**config.mk**
```make
export PLATFORM = sky130hd
export DESIGN_NAME = region_refresh_wear_tracker
export DESIGN_NICKNAME = d
export VERILOG_FILES = /design/src/hw/rtl/rrwt_pkg.sv /design/src/hw/rtl/region_refresh_wear_tracker.sv
export SDC_FILE = /design/constraint.sdc
export NUM_CORES = 1
export LEC_CHECK = 0
export BUFFER_PORTS_ARGS = -buffer_cell sky130_fd_sc_hd__buf_2
export CAP_MARGIN = 20
export CORE_MARGIN = 3
export CORE_UTILIZATION = 56
export DETAILED_ROUTE_END_ITERATION = 16
export PLACE_DENSITY_LB_ADDON = 0.1
export SYNTH_ARGS = -nofsm -noshare
export SYNTH_HDL_FRONTEND = slang
export SYNTH_SLANG_ARGS = --single-unit
```
**constraint.sdc**
```tcl
create_clock -name clk -period 4.7 [get_ports clk]
set_clock_uncertainty 0.15 [all_clocks]
set_input_delay 0.705 -clock clk [delete_from_list [all_inputs] [get_ports clk]]
set_output_delay 0.705 -clock clk [all_outputs]
set_load 0.01 [all_outputs]
```
**src/hw/rtl/rrwt_pkg.sv**
```systemverilog
// Region refresh wear tracker: shared request/result types, FSM encoding and constants.
// No dependencies; imported by region_refresh_wear_tracker.
package rrwt_pkg;

  localparam int unsigned IdInW  = 8;
  localparam int unsigned CntW   = 16;
  localparam int unsigned SlotW  = 4;
  localparam logic [CntW-1:0] ThresholdReset = 16'd50;

  localparam logic FuncPaint   = 1'b0;
  localparam logic FuncRefresh = 1'b1;

  typedef struct packed {
    logic             func;
    logic [IdInW-1:0] region_id;
    logic             first_of_plan;
  } in_req_t;

  typedef struct packed {
    logic             processed;
    logic             tracked;
    logic [SlotW-1:0] slot;
    logic [CntW-1:0]  paint_count;
    logic             recover_now;
  } out_rsp_t;

  typedef enum logic [2:0] {
    ST_IDLE = 3'b001,
    ST_SCAN = 3'b010,
    ST_FIN  = 3'b100
  } state_t;

endpackage

```
**src/hw/rtl/region_refresh_wear_tracker.sv**
```systemverilog
// Region refresh wear tracker top level: region table memories, scan FSM, config register.
// Depends on rrwt_pkg.
//
// Usage:
//   in_valid/in_stall/in_data carry one request (paint or full refresh). A request is taken
//   when in_valid is high and in_stall is low; in_stall is high while a request is in work.
//   out_valid/out_stall/out_data carry one result per request, held until out_stall is low.
//   cfg_valid/cfg_ready/cfg_data write recovery_threshold; cfg_ready is always high. Write it
//   only while no request is in work.
// Timing:
//   A paint request scans the table one slot per cycle through the synchronous read port
//   of the region/count memories, then writes the matching or a free slot in the cycle the scan ends.
//   A refresh or a skipped paint goes from the request straight to the finish state; a paint
//   passes through the scan state first. The next request is taken only once the result is
//   in the output register, so a new request never overlaps the one in work.
// Reset:
//   rst_n (synchronous, active low) empties the table, clears plan state and sets the
//   threshold to 50. The memories are not cleared; only slots below the fill count are read.
// Stall:
//   A finished result waits in an internal register until the output register is free; the
//   block takes no new request until then.
module region_refresh_wear_tracker
  import rrwt_pkg::*;
#(
  parameter int unsigned MAX_REGIONS    = 16,
  parameter int unsigned REGION_ID_BITS = 8
) (
  input  logic            clk,
  input  logic            rst_n,
  input  logic            in_valid,
  output logic            in_stall,
  input  in_req_t         in_data,
  output logic            out_valid,
  input  logic            out_stall,
  output out_rsp_t        out_data,
  input  logic            cfg_valid,
  output logic            cfg_ready,
  input  logic [CntW-1:0] cfg_data
);

  localparam int unsigned IdW = (REGION_ID_BITS < IdInW) ? REGION_ID_BITS : IdInW;
  localparam int unsigned CW  = $clog2(MAX_REGIONS + 1);
  localparam int unsigned AW  = (MAX_REGIONS > 1) ? $clog2(MAX_REGIONS) : 1;
  localparam logic [CW-1:0] MaxCnt = CW'(MAX_REGIONS);

  logic [IdW-1:0]  mem_region [MAX_REGIONS];
  logic [CntW-1:0] mem_count  [MAX_REGIONS];

  state_t          state_r, state_nxt;
  logic [CW-1:0]   used_r, used_nxt;
  logic [CW-1:0]   plan_rec_r, plan_rec_nxt;
  logic            halted_r, halted_nxt;
  logic [CntW-1:0] thr_r;
  logic [IdW-1:0]  rid_r, rid_nxt;
  logic [CW-1:0]   scan_idx_r, scan_idx_nxt;
  logic            pend_r, pend_nxt;
  logic [CW-1:0]   pend_idx_r, pend_idx_nxt;
  out_rsp_t        res_r, res_nxt;
  logic            out_valid_r, out_valid_nxt;
  out_rsp_t        out_data_r, out_data_nxt;

  logic            rd_en;
  logic [AW-1:0]   rd_addr;
  logic [IdW-1:0]  reg_q;
  logic [CntW-1:0] cnt_q;
  logic            wr_en;
  logic [AW-1:0]   wr_addr;
  logic [IdW-1:0]  wr_region;
  logic [CntW-1:0] wr_count;

  logic            in_acc;
  logic            out_free;
  logic            halted_eff;
  logic [CW-1:0]   plan_rec_eff;
  logic            issue;
  logic            hit;
  logic            tracked;
  logic [CW-1:0]   slot_idx;
  logic [CntW-1:0] new_cnt;
  logic            recover;
  logic [CntW-1:0] final_cnt;

  assign in_stall  = (state_r != ST_IDLE);
  assign in_acc    = in_valid && !in_stall;
  assign out_free  = !out_valid_r || !out_stall;
  assign out_valid = out_valid_r;
  assign out_data  = out_data_r;
  assign cfg_ready = 1'b1;

  assign halted_eff   = in_data.first_of_plan ? 1'b0 : halted_r;
  assign plan_rec_eff = in_data.first_of_plan ? '0 : plan_rec_r;

  assign issue   = (scan_idx_r < used_r);
  assign hit     = pend_r && (reg_q == rid_r);
  assign rd_en   = (state_r == ST_SCAN) && issue && !hit;
  assign rd_addr = scan_idx_r[AW-1:0];

  // Slot decision in the cycle the scan ends
  always_comb begin
    tracked  = 1'b0;
    slot_idx = '0;
    new_cnt  = '0;
    if (hit) begin
      tracked  = 1'b1;
      slot_idx = pend_idx_r;
      new_cnt  = cnt_q + 16'd1;
    end else if (used_r < MaxCnt) begin
      tracked  = 1'b1;
      slot_idx = used_r;
      new_cnt  = 16'd1;
    end
    recover   = tracked && (plan_rec_r < MaxCnt) && (new_cnt >= thr_r);
    final_cnt = recover ? '0 : new_cnt;
  end

  always_comb begin
    state_nxt     = state_r;
    used_nxt      = used_r;
    plan_rec_nxt  = plan_rec_r;
    halted_nxt    = halted_r;
    rid_nxt       = rid_r;
    scan_idx_nxt  = scan_idx_r;
    pend_nxt      = pend_r;
    pend_idx_nxt  = pend_idx_r;
    res_nxt       = res_r;
    out_valid_nxt = out_valid_r;
    out_data_nxt  = out_data_r;
    wr_en         = 1'b0;
    wr_addr       = slot_idx[AW-1:0];
    wr_region     = rid_r;
    wr_count      = final_cnt;

    if (out_valid_r && !out_stall) begin
      out_valid_nxt = 1'b0;
    end

    unique case (state_r)
      ST_IDLE: begin
        if (in_acc) begin
          res_nxt = '0;
          if (in_data.func == FuncRefresh) begin
            used_nxt  = '0;
            state_nxt = ST_FIN;
          end else begin
            plan_rec_nxt = plan_rec_eff;
            halted_nxt   = halted_eff;
            if (halted_eff) begin
              state_nxt = ST_FIN;
            end else begin
              rid_nxt      = in_data.region_id[IdW-1:0];
              scan_idx_nxt = '0;
              pend_nxt     = 1'b0;
              state_nxt    = ST_SCAN;
            end
          end
        end
      end
      ST_SCAN: begin
        if (hit || !issue) begin
          res_nxt.processed   = 1'b1;
          res_nxt.tracked     = tracked;
          res_nxt.slot        = SlotW'(slot_idx);
          res_nxt.paint_count = tracked ? final_cnt : '0;
          res_nxt.recover_now = recover;
          wr_en = tracked;
          if (tracked && !hit) begin
            used_nxt = CW'(used_r + 1'b1);
          end
          if (plan_rec_r >= MaxCnt) begin
            halted_nxt = 1'b1;
          end else if (recover) begin
            plan_rec_nxt = CW'(plan_rec_r + 1'b1);
          end
          state_nxt = ST_FIN;
        end else begin
          pend_nxt     = 1'b1;
          pend_idx_nxt = scan_idx_r;
          scan_idx_nxt = CW'(scan_idx_r + 1'b1);
        end
      end
      ST_FIN: begin
        if (out_free) begin
          out_valid_nxt = 1'b1;
          out_data_nxt  = res_r;
          state_nxt     = ST_IDLE;
        end
      end
      default: begin
        state_nxt = ST_IDLE;
      end
    endcase
  end

  always_ff @(posedge clk) begin
    if (rd_en) begin
      reg_q <= mem_region[rd_addr];
      cnt_q <= mem_count[rd_addr];
    end
    if (wr_en) begin
      mem_region[wr_addr] <= wr_region;
      mem_count[wr_addr]  <= wr_count;
    end
  end

  always_ff @(posedge clk) begin
    if (!rst_n) begin
      state_r     <= ST_IDLE;
      used_r      <= '0;
      plan_rec_r  <= '0;
      halted_r    <= 1'b0;
      pend_r      <= 1'b0;
      out_valid_r <= 1'b0;
      thr_r       <= ThresholdReset;
    end else begin
      state_r     <= state_nxt;
      used_r      <= used_nxt;
      plan_rec_r  <= plan_rec_nxt;
      halted_r    <= halted_nxt;
      pend_r      <= pend_nxt;
      out_valid_r <= out_valid_nxt;
      if (cfg_valid && cfg_ready) begin
        thr_r <= cfg_data;
      end
    end
  end

  always_ff @(posedge clk) begin
    rid_r      <= rid_nxt;
    scan_idx_r <= scan_idx_nxt;
    pend_idx_r <= pend_idx_nxt;
    res_r      <= res_nxt;
    out_data_r <= out_data_nxt;
  end

endmodule
```
-- Yosys cells after proc, flatten, opt, wreduce, memory -nomap -nowiden
Memories as Yosys holds them, arrays and structs flattened. A register that Yosys moved wholly into a read port is not among the register bits.
Cells that the tools add are included.
- multipliers: 0
- magnitude comparators: 5
- shifts and indexed selects: 0
- equality and inequality tests: 17
- add/subtract/negate cells: 4
- muxes and demuxes: 52
- bitwise operators: 3
- reduce and logical (&&, ||, !) cells: 25
- divide/modulo/power cells: 0
- operators by type and width (operator ; count):
    5-bit two-way mux ; 14
    16-bit two-way mux ; 3
    23-bit two-way mux ; 2
    23-bit case mux with 2 select lines ; 1
    5-bit case mux with 2 select lines ; 3
    1-bit two-way mux ; 19
    2-bit != test (second input constant) ; 9
    16-bit by 1-bit adder with 16-bit output (second input constant) ; 1
    16-bit greater-or-equal comparator ; 1
    5-bit by 1-bit adder with 5-bit output (second input constant) ; 3
    3-bit two-way mux ; 5
    5-bit AND reduction ; 3
    5-bit < comparator (second input constant) ; 2
    3-bit case mux with 3 select lines ; 1
    8-bit equality test ; 1
    1-bit logical AND ; 8
    4-bit two-way mux ; 2
    7-bit AND reduction ; 1
    2-bit by 1-bit != test with 1-bit output (second input constant) ; 3
    3-bit AND reduction ; 2
    5-bit greater-or-equal comparator (second input constant) ; 1
    1-bit zero test ; 5
    5-bit < comparator ; 1
    1-bit case mux with 2 select lines ; 2
    other kinds (9) ; 13
- memories kept: 2
- register bits: 95
- ROM bits: 0
- logic and storage cells: 128
- input bits: 31
- latch bits: 0
- bits in writable memories: 384
- output and inout bits: 26
- memories (memory ; depth ; bits a word ; read ports ; clocked after memory_dff ; write ports ; RTL line ; source):
    mem_count ; 16 ; 16 ; 1 ; 1 ; 1 ; region_refresh_wear_tracker.sv:47 ; logic [CntW-1:0] mem_count [MAX_REGIONS];
    mem_region ; 16 ; 8 ; 1 ; 1 ; 1 ; region_refresh_wear_tracker.sv:46 ; logic [IdW-1:0] mem_region [MAX_REGIONS];

-- Longest topological paths before layout
Gate-level depths: netlist (run 1).
- word-level depth: 9
- mapped depth: 17
- depth with buffers taken out: 15

-- Least setup slack after synthesis (run 1)
Ideal clock, no wire load.
- path kind: reg2reg
- start: register rid_r[5]
- end: memory mem_count[0][10] (data pin)
- path buffers: 6
- slack: 0.288 ns
- data required time: 4.223 ns
- cell stages (with the launch flop): 17
- period minus slack after synthesis: 4.412 ns
- library setup time: 0.327 ns
- arrival: 3.934 ns
- cells stage by stage: edfxtp_1 xnor2_1 nand2_1 or4_4 buf_6 buf_2 buf_2 clkbuf_1 nor2_1 ha_1 a21oi_1 o21ai_0 a211oi_1 a221oi_4 buf_6 buf_2 nor3_1
- word-level cells in the longest chain between the ends: 6
- elaborated cells between the ends (all ways): 8
- classes of those cells: order compare (1); eq/ne (1); mux (3); reduce/logical (3)
- RTL lines (element ; RTL line ; source):
    from (decl) ; region_refresh_wear_tracker.sv:54 ; logic [IdW-1:0] rid_r, rid_nxt;
    from (signal assigned) ; region_refresh_wear_tracker.sv:228 ; rid_r <= rid_nxt;
    8-bit equality test (*) ; region_refresh_wear_tracker.sv:94 ; assign hit = pend_r && (reg_q == rid_r);
    1-bit logical AND (*) ; region_refresh_wear_tracker.sv:94 ;
    16-bit two-way mux or 1-bit two-way mux (tied branches) ; region_refresh_wear_tracker.sv:103 ; if (hit) begin
    16-bit greater-or-equal comparator or 1-bit logical AND (tied branches) ; region_refresh_wear_tracker.sv:112 ; recover = tracked && (plan_rec_r < MaxCnt) && (new_cnt >= thr_r);
    1-bit logical AND ; region_refresh_wear_tracker.sv:112 ;
    16-bit two-way mux (*) ; region_refresh_wear_tracker.sv:113 ; final_cnt = recover ? '0 : new_cnt;
    named net final_cnt[10] ; region_refresh_wear_tracker.sv:81 ; logic [CntW-1:0] final_cnt;
    to (decl) ; region_refresh_wear_tracker.sv:47 ;
The timed path passes the listed nets; every way through them passes the cells marked *.

-- Final worst setup path (run 1)
- start: register rid_r[0]
- end: memory mem_count[7][15] (data pin)
The elaborated chain is that of the path after synthesis.

==> impl_metrics.csv, run 1 <==
group,metric,value,unit
status,status,"finished, final reports clean",
clock_network,cts.sinks,503,
grt,grt_util_all_layers,0.227,
place,placed_cell_area,21200,um2
floorplanning,dieArea,37800,um2
clock_network,cts_resized,0,
timing,fmax,231,MHz
grt,grt_pass1_wl,64.0,mm
logic_synthesis,postSynth.asyncResetShare,0,
timing,hold_viol,0,
worst_setup_path,cp_cell_sequence,"xnor2_1 -> nand2_1 -> nor4_2 -> buf_12 -> nand2_1 -> inv_1 -> ha_1 -> nand4_1 -> nor2_1 -> o21ai_0 -> o41a_1 -> a221oi_4 -> buf_4 -> nor2_1 -> buf_4",
timing,worst_pin_slew,0.997,ns
clock_network,postCtsSetupBuffers,0,
drt,viasPerCell,6.04,
flow_run,maxCapViolations,0,
pwr,power_density,401,nW/um2
timing,slew-limit-headroom,0.335,
floorplanning,core,34700,um2
worst_setup_path,path_class,"reg -> reg",
grt,grt_max_degree,101,
timing,finalMaxSlewViolations,0,
place,gp_congestion,0.763,
layout,layout.nets,1197,
clock_network,cts_buffers,50,
layout,fillCellCount,2342,
worst_setup_path,critPathMaxFanout,17,
timing,setup-violations-final,0,
pwr,cellLeakagePower,6.93,nW
floorplanning,die-width,194,um
clock_network,worstSkewPairLatency,0.58,ns
logic_synthesis,syn_avg_cell_area,19.4,um2
pwr,peakVddDrop,0.345,mV
floorplanning,io_pins,57,
logic_synthesis,syn_area,19900,um2
timing,finalWorstSetupSlack,0.373,ns
place,hpwl,22.8,mm
worst_setup_path,cp.required,4.87,ns
drt,dr.pass1.iters,5,
grt,first_global_vias,10100,
min_path,hp-class,"in -> reg",
worst_setup_path,crit_family,"simple AND/OR/NAND/NOR gates",
logic_synthesis,syn-instance-count,1024,
layout,drive_above_1_share,0.280,
layout,area_growth,14.9,%
floorplanning,num_rows,68,
layout,stdcell_count,1638,
logic_synthesis,synthFlopType,"edfxtp_1",
drt,routed_wl,41.7,mm
logic_synthesis,ys_warn_count,0,
timing,rsz0062_at_grt,"no",
logic_synthesis,ys_types,55,
layout,final_area,22800,um2
timing,period_needed,4.33,ns
layout,final_util,0.657,
drt,drt.antenna.violating_nets,0,
clock_network,htree_levels,2,
place,portBuffers,55,
layout,diodes,0,
worst_setup_path,crit_buf_inv,4,
grt,antenna_found_initial,0,
worst_setup_path,startpoint_type,"register",
logic_synthesis,synth-seq-cells,503,
clock_network,cts_tree,"yes",
logic_synthesis,synth_edf_count,471,
timing,fin_crit_sh,0.921,
grt,grt-ovfl-total,0,
timing,tns,0,ns
drt,num_vias,9901,
logic_synthesis,ys_seq_area_frac,0.745,
floorplanning,dieHeight,194,um
floorplanning,initial_core_util,0.572,
drt,wl_per_cell,25.5,um
drt,drc,0,
place,dp_slack,0.389,ns
clock_network,clk_pin_slew,0.06,ns
place,dp_cells,1545,
clock_network,clk_path_buf_depth,3,
worst_setup_path,arrival,4.50,ns
worst_setup_path,cpPeakStageDelay,0.60,ns
worst_setup_path,cpMaxStageDelayCell,"edfxtp_1",
worst_setup_path,end_kind,"register",
clock_network,ctsHoldBuffers,0,
clock_network,clock-root-buffer,"clkbuf_16",
drt,dr.first_iter.drc_count,960,
logic_synthesis,synth_fp_nets,1079,
==> final cells by class <==
cell class / count / area, um2 / share of cell area
clock inverter: 33 / 355 / 0.0156
timing repair buffer: 114 / 831 / 0.0364
clock buffer: 60 / 1290 / 0.0565
sequential: 503 / 14800 / 0.648
tap: 455 / 569 / 0.0249
multi-input combinational: 441 / 4870 / 0.213
inverter: 32 / 120 / 0.00526
==> path summary, 6_finish.rpt <==
path,from,end,slack (ns),cells after the start
worst min register to register,res_r[2],out_data[2],0.27,0
worst max register to register,rid_r[0],mem_count[7][15],0.37,15
worst min-delay path,in_data[1],rid_r[0],0.15,1
worst max-delay path,rid_r[0],mem_count[7][15],0.37,15
==> per-stage QoR <==
step,power (mW),hold WS (ns)
after floorplan,5.19,0.250
after global placement,5.27,0.253
after detailed placement,5.27,0.255
after CTS,9.24,0.114
after global routing,9.45,0.128
final,9.16,0.146
==> cell usage in the layout (no fill, tap or decap), drive strengths merged, types with 3 or more instances in the layout <==
cell,netlist,final
a21o,3,3
a21oi,23,23
a31oi,3,3
and3,3,3
buf,21,114
bufinv,0,7
clkbuf,27,60
clkinv,1,22
dfxtp,32,32
edfxtp,471,471
ha,24,24
inv,31,34
mux2i,15,15
mux4,120,120
nand2,40,40
nand2b,7,7
nand3,23,23
nand4,7,7
nand4b,3,3
nor2,59,59
nor2b,16,16
nor3,20,20
nor4,3,3
o211ai,4,4
o21a,3,3
o21ai,12,12
o221ai,3,3
o22ai,3,3
xnor2,16,16
xor2,8,8
==> report_power, final <==
group	internal, mW	switching, mW	total (mW)
Combinational	0.107	0.146	0.253
Clock	2.35	1.64	3.99
Sequential	4.89	0.0227	4.92
Total	7.35	1.81	9.16
==> worst register-to-register path: cells and delay by family, from the launching register on <==
family / cells / cell delay (ns)
XOR/XNOR: 1 / 0.31
adder cells (fa/ha/maj): 1 / 0.12
buffers and inverters: 4 / 0.79
AO/OA/AOI/OAI: 3 / 0.86
AND/OR/NAND/NOR: 6 / 1.25
flip-flops: 1 / 0.60
==> sequential cells by signal (all words and copies together), names as in the netlist <==
register and cells:
cnt_q 16, pend_r 1, pend_idx_r 4, plan_rec_r 5
out_valid 1, res_r 23, halted_r 1, used_r 5
mem_region 128, out_data 23, scan_idx_r 5, mem_count 256
state_r 3, thr_r 16, rid_r 8, reg_q 8
==> metal layers <==
layer | global-route usage | part of all wire | up-vias | wire (um)
li1 | - | - | 4366 | -
met1 | 0.332 | 0.42 | 5123 | 17500
met2 | 0.369 | 0.49 | 351 | 20600
met3 | 0.0369 | 0.069 | 61 | 2900
met4 | 0.0559 | 0.018 | 0 | 737
met5 | 0 | 0 | - | 0
==> Yosys cell counts (2+ instances only) <==
cell type,instances,area share
nand2b_1,7,0.0022
a21o_1,3,0.0011
buf_4,2,0.00076
xor2_1,8,0.0035
o22ai_1,3,0.00095
o221ai_1,3,0.0013
inv_1,31,0.0059
nand4_1,7,0.0022
xnor2_1,16,0.0071
o21ai_1,3,0.00076
a21oi_1,23,0.0058
nor4_1,2,0.00063
nor3_1,20,0.0050
nor2b_1,16,0.0050
nand3b_1,2,0.00076
or3_1,2,0.00063
nand4b_1,3,0.0013
mux4_2,120,0.14
clkbuf_1,27,0.0051
o21a_1,3,0.0011
nor3b_1,2,0.00076
nor2_1,59,0.011
nand2_1,39,0.0074
mux2i_1,15,0.0076
a31oi_1,3,0.00095
o211ai_1,4,0.0015
ha_1,24,0.015
buf_1,10,0.0019
nand3_1,23,0.0058
buf_2,7,0.0018
edfxtp_1,471,0.71
and3_1,3,0.00095
dfxtp_1,32,0.032
buf_6,2,0.0011
o21ai_0,9,0.0023
==> cell families after synthesis <==
logic type,after synthesis,share of synthesized area
and+or+nand+nor,191,0.0466
AOI/OAI and AO/OA,66,0.0226
xor gates and xnor gates,24,0.0106
other,1,0.000189
DFF,503,0.745
buffers and inverters,80,0.0167
muxes,135,0.144
adders and majority gates,24,0.0151
(Power assumes the default switching activity.)
==> run 2, diff against run 1 <==
--- a/config.mk
+++ b/config.mk
@@ -10,7 +10,8 @@
 export CORE_MARGIN = 3
 export CORE_UTILIZATION = 56
 export DETAILED_ROUTE_END_ITERATION = 16
-export PLACE_DENSITY_LB_ADDON = 0.1
+export MAX_ROUTING_LAYER = met4
+export PLACE_DENSITY = 0.75
 export SYNTH_ARGS = -nofsm -noshare
 export SYNTH_HDL_FRONTEND = slang
 export SYNTH_SLANG_ARGS = --single-unit
==> run 2 against run 1 <==
Against the previous run: first-iteration DRC count decreased by 4.3%; fmax is 0.39% higher; register-to-register slack better by 0.02 ns; sequential power about the same; via count grew 1.5%; count of clock-buffer cells in the layout is 2 higher; sequential share of layout area rose by 0.57 points; largest power group unchanged; utilization down 0.57 points; critical path depth decreased by 2; hold slack better by 0.021 ns; total power fell by 0.67%.
==> impl_metrics.csv, run 2 (synthesis gave the netlist of run 1 again) <==
group,metric,value,unit
status,status,"finished, final reports clean",
floorplanning,dieHeight,194,um
min_path,whs_path_depth,1,
timing,rsz0062_at_grt,"no",
timing,finalMaxSlewViolations,0,
layout,drive_above_1_share,0.284,
clock_network,cts_buffers,49,
worst_setup_path,cp.required,4.77,ns
timing,fmax,232,MHz
worst_setup_path,end_kind,"register",
layout,largest_register_ffs,256,
grt,grt_max_degree,101,
min_path,hold_end,"rid_r[2]",
drt,dr.pass1.iters,5,
worst_setup_path,cpPeakStageDelay,0.74,ns
worst_setup_path,cpMaxStageDelayCell,"nor2_1",
worst_setup_path,crit_family,"simple AND/OR/NAND/NOR gates",
pwr,cellLeakagePower,6.86,nW
worst_setup_path,cp_cell_sequence,"xnor2_1 -> nand2_1 -> nor4_2 -> buf_4 -> nand2_1 -> o21ai_0 -> ha_1 -> nand2b_1 -> a2111oi_0 -> o41a_1 -> a221oi_4 -> buf_12 -> nor2_1",
grt,antenna_found_initial,0,
layout,final_common_cell,"edfxtp_1",
layout,reg_top3,"mem_count x256, mem_region x128",
floorplanning,num_rows,68,
grt,first_global_vias,10200,
grt,grt-ovfl-total,0,
clock_network,cts_tree,"yes",
timing,period_needed,4.31,ns
worst_setup_path,critPathMaxFanout,17,
layout,final_cell_mix,"edfxtp_1, mux4_2, buf_2",
floorplanning,initial_core_util,0.572,
drt,num_vias,10100,
worst_setup_path,rr_worst_depth,13,
floorplanning,dieArea,37800,um2
min_path,hp-start,"in_data[3]",
floorplanning,core,34700,um2
floorplanning,io_pins,57,
clock_network,htree_levels,2,
min_path,hp-class,"in -> reg",
clock_network,cts.sinks,503,
clock_network,clk_pin_slew,0.06,ns
floorplanning,die-width,194,um
drt,viasPerCell,6.16,
layout,diodes,0,
flow_run,maxCapViolations,0,
timing,worst_pin_slew,0.983,ns
worst_setup_path,path_class,"reg -> reg",
layout,top_register,"mem_count",
drt,wl_per_cell,25.7,um
clock_network,clk_path_buf_depth,3,
worst_setup_path,r2r_slack,0.39,ns
layout,layout.nets,1191,
drt,routed_wl,41.9,mm
timing,fin_crit_sh,0.917,
worst_setup_path,r2r-start,"rid_r[0]",
drt,drc,0,
pwr,peakVddDrop,0.313,mV
worst_setup_path,crit_buf_inv,2,
drt,drt.antenna.violating_nets,0,
clock_network,ctsHoldBuffers,0,
place,hpwl,22.0,mm
timing,hold_viol,0,
grt,grt_util_all_layers,0.233,
place,gp_congestion,0.813,
grt,grt_pass1_wl,64.3,mm
layout,stdcell_count,1631,
drt,dr.first_iter.drc_count,919,
timing,tns,0,ns
pwr,power_density,402,nW/um2
timing,slew-limit-headroom,0.342,
clock_network,clock-root-buffer,"clkbuf_16",
clock_network,worstSkewPairLatency,0.56,ns
worst_setup_path,r2r_end,"mem_count[12][9]",
place,portBuffers,55,
place,dp_cells,1539,
timing,setup-violations-final,0,
worst_setup_path,critPathMostFrequentCell,"nand2_1",
worst_setup_path,startpoint_type,"register",
layout,area_growth,13.9,%
worst_setup_path,arrival,4.38,ns
-- run 2: cell types whose count changed in the layout (fill, tap and decap cells not counted), moves of 2 or more --
| cell | previous run | this run |
|---|---|---|
| buf_12 | 9 | 2 |
| buf_2 | 55 | 57 |
| clkbuf_8 | 0 | 2 |
| inv_6 | 3 | 0 |
| nor2_1 | 43 | 36 |
| nor2_2 | 0 | 23 |
| nor2_4 | 16 | 0 |
| nor3_1 | 19 | 17 |
| nor3_2 | 1 | 3 |
-- run 2: how the worst max path moves through the flow --
stage                   from                 to  slack (ns)  depth (start not counted)
floorplan           rid_r[5]   mem_count[0][10]        0.29                         16
global placement    rid_r[0]  mem_count[10][10]        0.27                         13
detailed placement  rid_r[0]    mem_count[4][8]        0.19                         13
CTS                 rid_r[0]    mem_count[0][8]        0.17                         13
global route        rid_r[0]   mem_count[12][9]       0.007                         13
finish              rid_r[0]   mem_count[12][9]        0.39                         13
-- run 2: cell type report --
| cell class | count | area (um2) |
|---|---|---|
| flip-flops and latches | 503 | 14800 |
| fillers | 2275 | 12100 |
| multi-input cells | 441 | 4820 |
| clock buffers | 62 | 1310 |
| repair buffers | 109 | 707 |
| well taps | 455 | 569 |
| clock inverters | 29 | 313 |
| inverters | 32 | 120 |
-- run 2: where the power goes --
group / internal, mW / switching [mW]
sequential: 4.89 / 0.0219
combinational: 0.108 / 0.144
clock: 2.30 / 1.62
total: 7.31 / 1.79
-- run 2: per-stage QoR --
stage | hold slack [ns] | utilization | setup WS, ns | total power, mW | cell area (um2)
global route | 0.151 | 0.652 | 0.00676 | 9.37 | 22600
detailed placement | 0.255 | 0.604 | 0.185 | 5.27 | 21000
CTS | 0.145 | 0.650 | 0.167 | 9.16 | 22600
global placement | 0.253 | 0.603 | 0.266 | 5.26 | 20900
finish | 0.167 | 0.652 | 0.390 | 9.10 | 22600
floorplan | 0.250 | - | 0.288 | 5.19 | 19900
-- run 2: timing repair --
item	4_1_cts	5_1_grt
resized for setup	0	9
endpoints found under the setup margin	0	133
buffers inserted	0	0
-- run 2: per-layer routing --
metal  up-vias  GRT usage  part of all wire
met5         -          -                 0
met2       487      0.364              0.49
met4         0     0.0633             0.023
met1      5169      0.332              0.41
met3        70     0.0343             0.083
li1       4326          -                 -
